==> src/sv/pva_ram.sv <==
`timescale 1ns / 1ps
`default_nettype none

module pva_ram #(
    parameter int WIDTH = 8,
    parameter int DEPTH = 16
) (
    input  wire logic                     clk,
    input  wire logic                     we,
    input  wire logic [$clog2(DEPTH)-1:0] waddr,
    input  wire logic [WIDTH-1:0]         wdata,
    input  wire logic [$clog2(DEPTH)-1:0] raddr,
    output logic      [WIDTH-1:0]         rdata
);

    logic [WIDTH-1:0] mem [DEPTH];

    always_ff @(posedge clk)
    begin
        if (we)
        begin
            mem[waddr] <= wdata;
        end
        rdata <= mem[raddr];
    end

endmodule

`default_nettype wire

==> config.mk <==
export PLATFORM = sky130hd
export DESIGN_NAME = pva_ram
export DESIGN_NICKNAME = d
export VERILOG_FILES = /design/src/sv/pva_ram.sv
export SDC_FILE = /design/constraint.sdc
export NUM_CORES = 1
export LEC_CHECK = 0
export ABC_CLOCK_PERIOD_IN_PS = 4100
export BUFFER_PORTS_ARGS = -buffer_cell sky130_fd_sc_hd__buf_4
export CELL_PAD_IN_SITES_DETAIL_PLACEMENT = 1
export CELL_PAD_IN_SITES_GLOBAL_PLACEMENT = 1
export CORE_MARGIN = 2
export CORE_UTILIZATION = 54
export DETAILED_ROUTE_END_ITERATION = 7
export PLACE_DENSITY = 0.83
export SYNTH_ARGS = -nofsm -noshare
export SYNTH_HDL_FRONTEND = slang
export SYNTH_SLANG_ARGS = --single-unit
==> constraint.sdc <==
create_clock -name clk -period 4.1 [get_ports clk]
set_input_delay 0.205 -clock clk [delete_from_list [all_inputs] [get_ports clk]]
set_output_delay 0.205 -clock clk [all_outputs]
set_load 0.02 [all_outputs]
==> metrics.txt <==
outcome completed; Yosys reg bits 136; drt via density 5.89; vias 2426; RD Place Congestion 0.816; cells after synthesis 229; total inserted antenna cells 0; Crit path required time 4.22 ns; die height 102 microns; pin count of the biggest net entering global routing 33; CTS buffer count 17; max_cap viols 0; # DRC 0; Area Overhead vs Synth 17.5%; Yosys cell types 19; syn nets 247; Area after DPL 0.00543 sq mm; Sw Share 0.212; WHS 0.0121 ns; Core Region 0.00924 sq mm; worst setup slack after layout 2.46 ns; Setup Viol. Count Final 0; Tightest Hold Check Type in -> reg; Synth top area share 0.747; row count 35; number of global-route vias before repair 2627; commonest non-fill, non-tap cell in the layout edfxtp_1; fmax 610 MHz; crit end category flop; Yosys top cell by area edfxtp_1; wire per inst 25.7 microns; Power, Total 3.18 mW; Final ANT Viol Nets 0; worst vdd ir 0.268 mV; Seq/Total Area, Yosys 0.778; static leakage 2.02 nW; Filler cells 728; Clock Path Buffers 2; Root Driver clkbuf_8; IO Pins 26; count of final max-slew check failures 0; pwr dens 526 mW/mm^2; CTS tree yes; FF/Latch Area 0.00400 sq mm; Initial Utilization 0.557; I/O Buffers 25; DR pass1 iterations 4; Remaining Overflow, GRT 0; Final Skew 0.00977 ns; R2R Setup Slk 2.66 ns; clock slew at reported path FFs 0.06 ns; WL final 10600 microns; Internal 2.51 mW; normalized max-slew margin 0.198; Mapped Area 0.00515 sq mm; ranking of synthesized cells by area edfxtp_1 75%, mux4_2 7.9%, mux4_1 7.1%; Arrival @ worst endpoint 1.77 ns; Ys Warns 0; crit share post-route 0.400; clock latency on the worst-skew pair 0.51 ns; Switch Pwr 0.675 mW; Final Cell Area 0.00605 sq mm; Async S/R FF share, synth 0; area of the die 0.0103 sq mm; ys flop type edfxtp_1; Sequential Power Share 0.491; final hold viol count 0; measured slew at the worst slew-check pin 1.19 ns; H-Tree Depth 4; Syn Area/Cell 22.5 sq um; dpl ws 1.85 ns; startpoint types primary input; share of layout cells above drive strength 1 0.272; power share of the combinational group 0.051; Initial DRC Count 198; first-pass GRT wire length 16100 microns; # clock sinks 136; post_cts resized 0; Total GRT Usage 0.231; kind of critical path in -> reg; nets@finish 288; most frequent cells in the layout 128 x edfxtp_1, 28 x buf_4, 18 x mux4_2, 16 x a22oi_1, 16 x clkbuf_16; RSZ-0062 raised after global routing false; Final min period 1.64 ns; Post-synth EDFFs 128; Clk pwr share 0.458; placed wire-length estimate 6450 microns; antenna violations before repair 0; Worst Path Max Fanout 8; cts hold-fix bufs 4; die width 102 microns; final setup TNS 0 ns; area of the multi-input gates 0.00106 sq mm; setup bufs post-CTS 0
layout make-up:
class,instances,share of cell area
Sequential cell,136,0.662
Multi-Input combinational cell,83,0.175
Clock buffer,19,0.0713
Timing Repair Buffer,32,0.0414
Tap cell,129,0.0267
Clock inverter,13,0.0242
kinds of logic (layout without fill, tap and decap cells):
group | count (synthesis) | count (layout) | synth area share
flip-flops | 136 | 136 | 0.778
AND/OR/NAND/NOR | 35 | 35 | 0.0318
multiplexers | 32 | 32 | 0.150
AO/OA/AOI/OAI | 16 | 16 | 0.0233
buffers and inverters | 10 | 64 | 0.0168
worst max-delay path: stages:
cell    delay, ns
buf_4        0.12
or3b_2       0.51
nor3_1       0.93
metrics by stage:
stage / cells / utilization
finish: 412 / 0.655
global route: 412 / 0.655
CTS: 412 / 0.655
detailed placement: 376 / 0.588
global placement: 376 / 0.588
floorplan: 229 / -
power groups by stage:
stage | Combinational, mW | Clock [mW] | Sequential, mW
after floorplan | 0.0789 | 0 | 1.60
after global placement | 0.153 | 0 | 1.59
after detailed placement | 0.159 | 0 | 1.59
after CTS | 0.163 | 1.47 | 1.56
after global routing | 0.174 | 1.53 | 1.57
final | 0.161 | 1.46 | 1.56
flip-flops by register name, summed over array words and instances (netlist names):
signal  count
mem       128
rdata       8
cell usage after synthesis (all sizes together) (2+ instances only):
master	n
buf	7
nand3b	2
nor3	4
nand2b	2
edfxtp	128
a22oi	16
dfxtp	8
nor2	13
clkdlybuf4s25	3
nand2	9
mux4	32
worst paths after layout:
kind,startpoint,cells after the start,to
worst max register to register,mem[1][7],3,rdata[7]
worst min-delay path,wdata[2],1,mem[7][2]
worst max-delay path,waddr[2],3,mem[0][3]
worst min register to register,mem[15][4],3,rdata[4]
metal layers:
metal  vias to the layer above  GRT usage  wire (microns)
met3                        18     0.0552             490
met5                         -          0               0
met2                        91      0.373            5390
met4                         0     0.0894             211
li1                       1058          -               -
met1                      1259      0.309            4500
No activity file was read; power rests on OpenSTA's default activity.
