`src/sv/pva_pkg.sv`:
```
`timescale 1ns / 1ps
`default_nettype none

package pva_pkg;

    // atom store geometry (MAX_ATOMS up to 1024, set by the 10-bit atom fields)
    localparam int MAX_ATOMS = 1024;
    localparam int ATOM_W    = 10;
    localparam int ADDR_W    = $clog2(MAX_ATOMS);

    // accumulator and datapath widths
    localparam int ACC_W     = 48;
    localparam int NCOMP     = 6;
    localparam int ROW_W     = NCOMP * ACC_W;
    localparam int IN_W      = 32;
    localparam int FRAC_W    = 16;
    localparam int QUO_W     = IN_W + FRAC_W;
    localparam int PMAG_W    = 2 * IN_W - FRAC_W;
    localparam int CHUNK_W   = 16;
    localparam int NCHUNK    = PMAG_W / CHUNK_W;
    localparam int PROD_W    = QUO_W + PMAG_W;
    localparam int MAG_W     = PROD_W - FRAC_W;
    localparam int DIV_STEPS = QUO_W;
    localparam int DIV_CNT_W = $clog2(DIV_STEPS);

    localparam logic [MAG_W-1:0] LIM_NEG = MAG_W'(1) << (ACC_W - 1);
    localparam logic [MAG_W-1:0] LIM_POS = LIM_NEG - MAG_W'(1);

    // configuration register indexes
    localparam logic CFG_GLOBAL_EN = 1'b0;
    localparam logic CFG_ATOM_EN   = 1'b1;

    // status codes
    localparam logic [1:0] ST_OK   = 2'd0;
    localparam logic [1:0] ST_ZERO = 2'd1;
    localparam logic [1:0] ST_SAT  = 2'd2;

    typedef logic [NCOMP-1:0][ACC_W-1:0] acc_row_t;

    typedef enum logic [3:0] {
        S_CLEAR,
        S_IDLE,
        S_DIV,
        S_PMUL,
        S_VMUL,
        S_TERM,
        S_ROWA_RD,
        S_ROWA_WR,
        S_ROWB_RD,
        S_ROWB_WR,
        S_RD_RD,
        S_RD_CAP,
        S_FINISH
    } pva_state_t;

    // first and second axis of each tensor component: xx yy zz yz xz xy
    function automatic logic [1:0] comp_a(input logic [2:0] k);
        logic [1:0] a;
        case (k)
            3'd1, 3'd3: a = 2'd1;
            3'd2:       a = 2'd2;
            default:    a = 2'd0;
        endcase
        return a;
    endfunction

    function automatic logic [1:0] comp_b(input logic [2:0] k);
        logic [1:0] b;
        case (k)
            3'd1, 3'd5:       b = 2'd1;
            3'd2, 3'd3, 3'd4: b = 2'd2;
            default:          b = 2'd0;
        endcase
        return b;
    endfunction

    function automatic logic [IN_W-1:0] mag32(input logic [IN_W-1:0] x);
        return x[IN_W-1] ? (~x + IN_W'(1)) : x;
    endfunction

    // saturating signed add, msb of result flags saturation
    function automatic logic [ACC_W:0] sat_add(input logic [ACC_W-1:0] a,
                                               input logic [ACC_W-1:0] t);
        logic [ACC_W:0]   sum;
        logic [ACC_W-1:0] v;
        logic             ovf;
        sum = {a[ACC_W-1], a} + {t[ACC_W-1], t};
        ovf = sum[ACC_W] ^ sum[ACC_W-1];
        if (ovf)
        begin
            v = sum[ACC_W] ? {1'b1, {(ACC_W-1){1'b0}}} : {1'b0, {(ACC_W-1){1'b1}}};
        end
        else
        begin
            v = sum[ACC_W-1:0];
        end
        return {ovf, v};
    endfunction

    // clamp a product magnitude to the accumulator range and apply sign
    function automatic logic [ACC_W:0] clamp_term(input logic [MAG_W-1:0] mag,
                                                  input logic neg);
        logic [MAG_W-1:0] lim;
        logic [ACC_W-1:0] m;
        logic             sat;
        lim = neg ? LIM_NEG : LIM_POS;
        sat = mag > lim;
        m   = sat ? lim[ACC_W-1:0] : mag[ACC_W-1:0];
        return {sat, neg ? (~m + ACC_W'(1)) : m};
    endfunction

endpackage

`default_nettype wire

```
`src/sv/pva_div.sv`:
```
`timescale 1ns / 1ps
`default_nettype none

module pva_div
    import pva_pkg::*;
(
    input  wire logic             clk,
    input  wire logic             rst_n,
    input  wire logic             start,
    input  wire logic [QUO_W-1:0] numer,
    input  wire logic [IN_W-1:0]  denom,
    output logic                  done,
    output logic      [QUO_W-1:0] quot
);

    logic                 busy_reg, busy_next;
    logic                 done_reg, done_next;
    logic [DIV_CNT_W-1:0] cnt_reg, cnt_next;
    logic [IN_W-1:0]      rem_reg, rem_next;
    logic [QUO_W-1:0]     quo_reg, quo_next;
    logic [IN_W-1:0]      den_reg, den_next;
    logic [IN_W:0]        shifted;
    logic [IN_W:0]        diff;

    // one quotient bit per cycle, restoring
    always_comb
    begin
        shifted   = {rem_reg, quo_reg[QUO_W-1]};
        diff      = shifted - {1'b0, den_reg};
        busy_next = busy_reg;
        done_next = 1'b0;
        cnt_next  = cnt_reg;
        rem_next  = rem_reg;
        quo_next  = quo_reg;
        den_next  = den_reg;
        if (start)
        begin
            busy_next = 1'b1;
            cnt_next  = '0;
            rem_next  = '0;
            quo_next  = numer;
            den_next  = denom;
        end
        else if (busy_reg)
        begin
            if (!diff[IN_W])
            begin
                rem_next = diff[IN_W-1:0];
                quo_next = {quo_reg[QUO_W-2:0], 1'b1};
            end
            else
            begin
                rem_next = shifted[IN_W-1:0];
                quo_next = {quo_reg[QUO_W-2:0], 1'b0};
            end
            cnt_next = cnt_reg + DIV_CNT_W'(1);
            if (cnt_reg == DIV_CNT_W'(DIV_STEPS - 1))
            begin
                busy_next = 1'b0;
                done_next = 1'b1;
            end
        end
    end

    always_ff @(posedge clk or negedge rst_n)
    begin
        if (!rst_n)
        begin
            busy_reg <= 1'b0;
            done_reg <= 1'b0;
            cnt_reg  <= '0;
        end
        else
        begin
            busy_reg <= busy_next;
            done_reg <= done_next;
            cnt_reg  <= cnt_next;
        end
    end

    always_ff @(posedge clk)
    begin
        rem_reg <= rem_next;
        quo_reg <= quo_next;
        den_reg <= den_next;
    end

    assign done = done_reg;
    assign quot = quo_reg;

endmodule

`default_nettype wire
```
`config.mk`:
```
export PLATFORM = sky130hd
export DESIGN_NAME = pva_div
export DESIGN_NICKNAME = d
export VERILOG_FILES = /design/src/sv/pva_pkg.sv /design/src/sv/pva_div.sv
export SDC_FILE = /design/constraint.sdc
export NUM_CORES = 1
export LEC_CHECK = 0
export BUFFER_PORTS_ARGS = -buffer_cell sky130_fd_sc_hd__buf_4
export CAP_MARGIN = 20
export CELL_PAD_IN_SITES_DETAIL_PLACEMENT = 1
export CELL_PAD_IN_SITES_GLOBAL_PLACEMENT = 2
export CORE_MARGIN = 2
export CORE_UTILIZATION = 39
export DETAILED_ROUTE_END_ITERATION = 8
export HOLD_SLACK_MARGIN = 0.1
export MAX_ROUTING_LAYER = met4
export PLACE_DENSITY = 0.83
export SLEW_MARGIN = 10
export SYNTH_ARGS = -nofsm -noshare
export SYNTH_HDL_FRONTEND = slang
export SYNTH_SLANG_ARGS = --single-unit
```
`constraint.sdc`:
```
create_clock -name clk -period 7.7 [get_ports clk]
set_clock_uncertainty 0.2 [all_clocks]
set_input_delay 0.77 -clock clk [delete_from_list [all_inputs] [get_ports clk]]
set_output_delay 0.77 -clock clk [all_outputs]
set_load 0.1 [all_outputs]
```
==> results of run 1 <==
[layer usage]
layer	vias to the layer above	routed length (um)
met5	-	0
met4	0	220
met3	18	1060
met2	133	7620
met1	2420	7330
li1	2437	-
[kinds of logic after synthesis]
group                      after synthesis  synth area share
AOI/OAI and AO/OA                      142             0.155
and+or+nand+nor                        113            0.0817
buffers and inverters                   71            0.0504
DFF                                    120             0.485
muxes                                   76             0.124
adders and majority gates               34            0.0648
xor gates and xnor gates                30            0.0393
[cells in the mapped netlist (13+ instances only)]
cell type / instances
a21oi_1: 30
edfxtp_1: 80
o21ai_0: 15
clkbuf_1: 13
mux2i_1: 27
ha_1: 33
nor2_1: 44
inv_1: 45
dfxtp_1: 32
xnor2_1: 19
a211oi_1: 27
mux2_2: 48
nand2_1: 22
[report_power, final]
group          internal [mW]  leakage, nW  switching (mW)
Sequential             0.736         1.19          0.0218
Combinational          0.116         2.12           0.278
Clock                  0.529        0.292           0.307
Total                   1.38         3.59           0.607
[worst reg2reg max path, delay by kind of cell (launching register included)]
kind	cells	cell delay, ns
buf+inv	2	0.39
fa+ha+maj	2	0.63
flops	1	0.34
simple gates	1	0.25
compound gates	6	1.39
mux	1	0.34
[final timing paths]
kind	to	slack (ns)	cells after the start
worst min-delay path	rem_reg[1]$_SDFFE_PP0P_	0.29	2
worst min register to register	rem_reg[1]$_SDFFE_PP0P_	0.29	2
max in group asynchronous	busy_reg$_DFF_PN0_	6.65	2
worst max-delay path	rem_reg[0]$_SDFFE_PP0P_	4.06	12
worst max register to register	rem_reg[0]$_SDFFE_PP0P_	4.06	12
min in group asynchronous	busy_reg$_DFF_PN0_	0.50	2
[area by class of cell]
class                   instances  area [um^2]  area share
clock inverters                13          169      0.0200
multi-input cells             395         3100       0.367
repair buffers                137         1030       0.122
clock buffers                  19          453      0.0537
inverters                      45          169      0.0200
flip-flops and latches        120         3240       0.384
well taps                     220          275      0.0326
[timing repair]
action                                  4_1_cts  5_1_grt
endpoints found under the setup margin        0        0
hold buffers                                  1        0
hold endpoints to repair                      8        0
resized for setup                             0        0
[metrics by stage]
step / power [mW] / setup WS, ns / std cells
floorplan: 1.06 / 3.62 / 586
global placement: 1.16 / 4.15 / 916
detailed placement: 1.17 / 4.08 / 916
CTS: 2.01 / 4.05 / 949
global route: 2.05 / 3.87 / 949
finish: 1.99 / 4.06 / 949
==> flow_summary.yaml, run 1 <==
status:
  status: "completed"
grt:
  grt-busiest-layer: "met2"
  grt_pass1_vias: 5537
  use_met1: 0.238
  overflow: 0
  track_usage: 0.194
  antenna_found_initial: 0
  grt_max_degree: 76
  grt_use_met2: 0.310
  met3_usage: 0.0548
  grt_pass1_wl_um: 27400
synth:
  synth_cell_types: 69
  avgSynthCellArea_um2: 11.4
  postSynthCellCount: 586
  syn_area_um2: 6680
  synthArstFlopShare: 0.0667
  synth_warnings: 0
  synth_ff_type: "edfxtp_1"
  synth_seq_cells: 120
  synth.largest_area_cell: "edfxtp_1"
  syn-num-nets: 703
  yosysSeqAreaShare: 0.485
  synthTopCellsByArea: "edfxtp_1, dfxtp_1, mux2_2"
  synth-edff-count: 80
  synth_top_area_frac: 0.360
floorplanning:
  die_w_um: 135
  die_h_um: 135
  dieArea_um2: 18200
  row_count: 47
  ios: 132
  start_util: 0.401
  core_area_um2: 16600
layout:
  final_common_cell: "buf_4"
  diodes: 0
  finish.utilization: 0.507
  stdcell_area_um2: 8440
  syn_to_final_growth_pct: 26.4
  final.fill_count: 1803
  drive_gt1_frac: 0.320
  largest_reg_flops: 48
  finalNetCount: 833
  final_cell_mix: "buf_4, edfxtp_1, mux2_2"
route:
  dr.pass1.iters: 4
  wl_per_cell_um: 17.1
  ant_nets: 0
  wl_um: 16200
  viasPerCell: 5.28
  drc: 0
  vias: 5008
  drt-initial-drc-count: 176
sta:
  worst_pin_slew_ns: 0.898
  slew_violations: 0
  setup_tns_ns: 0
  max_freq_ghz: 0.275
  timing.slew.headroom: 0.401
  finalSetupViolations: 0
  min_period_over_period: 0.472
  period_needed_ns: 3.64
  rsz0062_at_grt: "no"
  holdWs_ns: 0.286
  hold_viol_final: 0
worst_setup_path:
  worstPathCellList: "inv_1 -> ha_1 -> fa_1 -> and2b_1 -> o31ai_1 -> a211o_1 -> a2111oi_4 -> o31ai_2 -> a311oi_4 -> buf_4 -> mux2_4 -> a211oi_2"
  critPathRequiredTime_ns: 7.83
  slowest_stage: "fa_1"
  cp.buffers_inverters: 2
  slowest_delay_ns: 0.41
  cp-end-kind: "register"
  start_kind: "register"
  r2r-start: "quot[47]$_DFFE_PP_"
  cp_max_fo: 20
  cp_top_family: "compound AO/OA/AOI/OAI gates"
  worstSetupPathType: "reg -> reg"
  cp_data_arrival_time_ns: 3.77
  startpoint: "quot[47]$_DFFE_PP_"
flow_run:
  cap_violations: 0
clocking:
  cts_tree: "yes"
  cts_root_buf: "clkbuf_16"
  path_clk_slew_ns: 0.06
  cts_inserted_buffers: 17
  cts_buffer_depth: 2
  clk_latency_ns: 0.42
  cts.sinks: 120
  post_cts_buffers: 0
  htreeDepth: 4
pwr:
  peakVddDrop_mv: 0.163
  leakage_nw: 3.59
  powerDensity_nw_per_um2: 235
place:
  dp_hpwl_um: 11800
  gp_congestion: 0.817
  port_buffers: 131
  dpl_cell_area_um2: 7810
hold_path:
  hold_start: "rem_reg[1]$_SDFFE_PP0P_"
  hp-class: "reg -> reg"
Note: power is estimated with default switching activity, not from simulation.
==> inputs of run 2 (changes only) <==
- CORE_UTILIZATION: 39 -> 36
- PLACE_DENSITY: 0.83 -> 0.77
- clock period: 7.7 -> 3.54 ns (I/O delays scaled with it)
==> run 2 against run 1 <==
Non-clock buffer count grew 92. Die area is 8.1% higher. First-iteration DRC count down 16%. Worst hold slack gained 0.022 ns. Power is 120% higher. Routed wire length is 19% higher. Cell count rose by 11%. Combinational power rose by 140%. Maximum frequency up 7.0%. Global-route usage grew 1.4 points. Worst setup slack got worse by 3.9 ns. Sequential cell count is the same.
==> flow_summary.yaml, run 2 (synthesis results as in run 1) <==
sta:
  rsz0062_at_grt: "yes"
  slew_violations: 0
  min_period_over_period: 0.960
  timing.slew.headroom: 0.413
  hold_viol_final: 0
  worst_pin_slew_ns: 0.875
  finalSetupViolations: 0
  period_needed_ns: 3.40
  max_freq_ghz: 0.294
clocking:
  cts_tree: "yes"
  cts_inserted_buffers: 17
  cts.sinks: 120
  cts_root_buf: "clkbuf_16"
  cts_buffer_depth: 2
  path_clk_slew_ns: 0.06
  clk_latency_ns: 0.43
  htreeDepth: 4
worst_setup_path:
  cp-end-kind: "register"
  cp_max_fo: 12
  start_kind: "register"
  critPathRequiredTime_ns: 3.61
  worstSetupPathType: "reg -> reg"
  ff2ff_setup_slack_ns: 0.14
  cp_data_arrival_time_ns: 3.47
pwr:
  powerDensity_nw_per_um2: 467
  peakVddDrop_mv: 0.321
  leakage_nw: 3.99
layout:
  stdcell_area_um2: 9370
  largest_reg_flops: 48
  final_common_cell: "buf_4"
  final_cell_mix: "buf_4, dlygate4sd3_1, edfxtp_1"
  drive_gt1_frac: 0.300
  final.fill_count: 1890
  syn_to_final_growth_pct: 40.3
  finalNetCount: 925
  stdcell_count: 1051
grt:
  overflow: 0
  antenna_found_initial: 1
  grt_pass1_wl_um: 31200
  grt_pass1_vias: 5951
  grt_max_degree: 65
  track_usage: 0.208
place:
  gp_congestion: 0.813
  dpl_cell_area_um2: 7880
  place_inst: 929
  dp_hpwl_um: 12300
  port_buffers: 131
route:
  wl_um: 19400
  drc: 0
  viasPerCell: 5.17
  ant_nets: 0
  drt-initial-drc-count: 147
  dr.pass1.iters: 4
  vias: 5438
  wl_per_cell_um: 18.4
flow_run:
  cap_violations: 0
floorplanning:
  ios: 132
  row_count: 49
  die_h_um: 140
  core_area_um2: 18100
  dieArea_um2: 19700
  die_w_um: 140
  start_util: 0.369
status:
  status: "completed"
hold_path:
  hp-class: "reg -> reg"
-- run 2: critical path, cell delays in order, from the launching register on --
cell and delay (ns):
edfxtp_1 0.39, inv_1 0.10, ha_2 0.20, fa_2 0.20, and2b_2 0.23, o31ai_1 0.28, a211o_1 0.25, a2111oi_4 0.10
or2_4 0.28, a311oi_4 0.36, buf_12 0.18, buf_12 0.15, mux2i_2 0.22, a211oi_1 0.09
-- run 2: routing by layer --
layer / GRT usage / routed length (um) / vias to the layer above
li1: - / - / 2613
met1: 0.241 / 8420 / 2642
met2: 0.348 / 9520 / 151
met3: 0.0598 / 1030 / 32
met4: 0.0696 / 397 / 0
met5: - / 0 / -
-- run 2: worst paths after layout --
check                           cells after the start                     start                       end
max in group asynchronous                           3                     rst_n        busy_reg$_DFF_PN0_
min in group asynchronous                           3                     rst_n            done$_DFF_PN0_
worst min-delay path                                2  rem_reg[30]$_SDFFE_PP0P_  rem_reg[30]$_SDFFE_PP0P_
worst max register to register                     13        quot[47]$_DFFE_PP_  rem_reg[20]$_SDFFE_PP0P_
worst min register to register                      2  rem_reg[30]$_SDFFE_PP0P_  rem_reg[30]$_SDFFE_PP0P_
worst max-delay path                               13        quot[47]$_DFFE_PP_  rem_reg[20]$_SDFFE_PP0P_
-- run 2: cell type report --
cell class	count	area, um^2	share of cell area
Inverter	45	169	0.0180
Clock buffer	21	483	0.0515
Multi-Input combinational cell	395	3110	0.332
Tap cell	229	287	0.0306
Clock inverter	11	110	0.0117
Timing Repair Buffer	229	1970	0.210
Sequential cell	120	3240	0.346
Antenna cell	1	2.50	0.000267
-- run 2: metrics by stage --
stage / setup WS [ns] / hold slack [ns] / setup TNS (ns) / util / power (mW)
after floorplan: -0.414 / -0.142 / -8.12 / - / 2.30
after global placement: 0.174 / -0.0241 / 0 / 0.436 / 2.53
after detailed placement: 0.0933 / -0.0227 / 0 / 0.436 / 2.54
after CTS: 0.0689 / 0.309 / 0 / 0.514 / 4.39
after global routing: -0.0223 / 0.329 / -0.0605 / 0.518 / 4.53
final: 0.142 / 0.308 / 0 / 0.518 / 4.38
-- run 2: what timing repair did --
action,in CTS,in global routing
setup buffers,0,6
endpoints found under the hold margin,88,0
resized for setup,0,2
endpoints found under the setup margin,0,20
hold buffers,82,0
-- run 2: power by group --
part / switching [mW] / internal (mW) / total [mW]
Combinational: 0.632 / 0.315 / 0.947
Clock: 0.713 / 1.06 / 1.77
Sequential: 0.0575 / 1.60 / 1.66
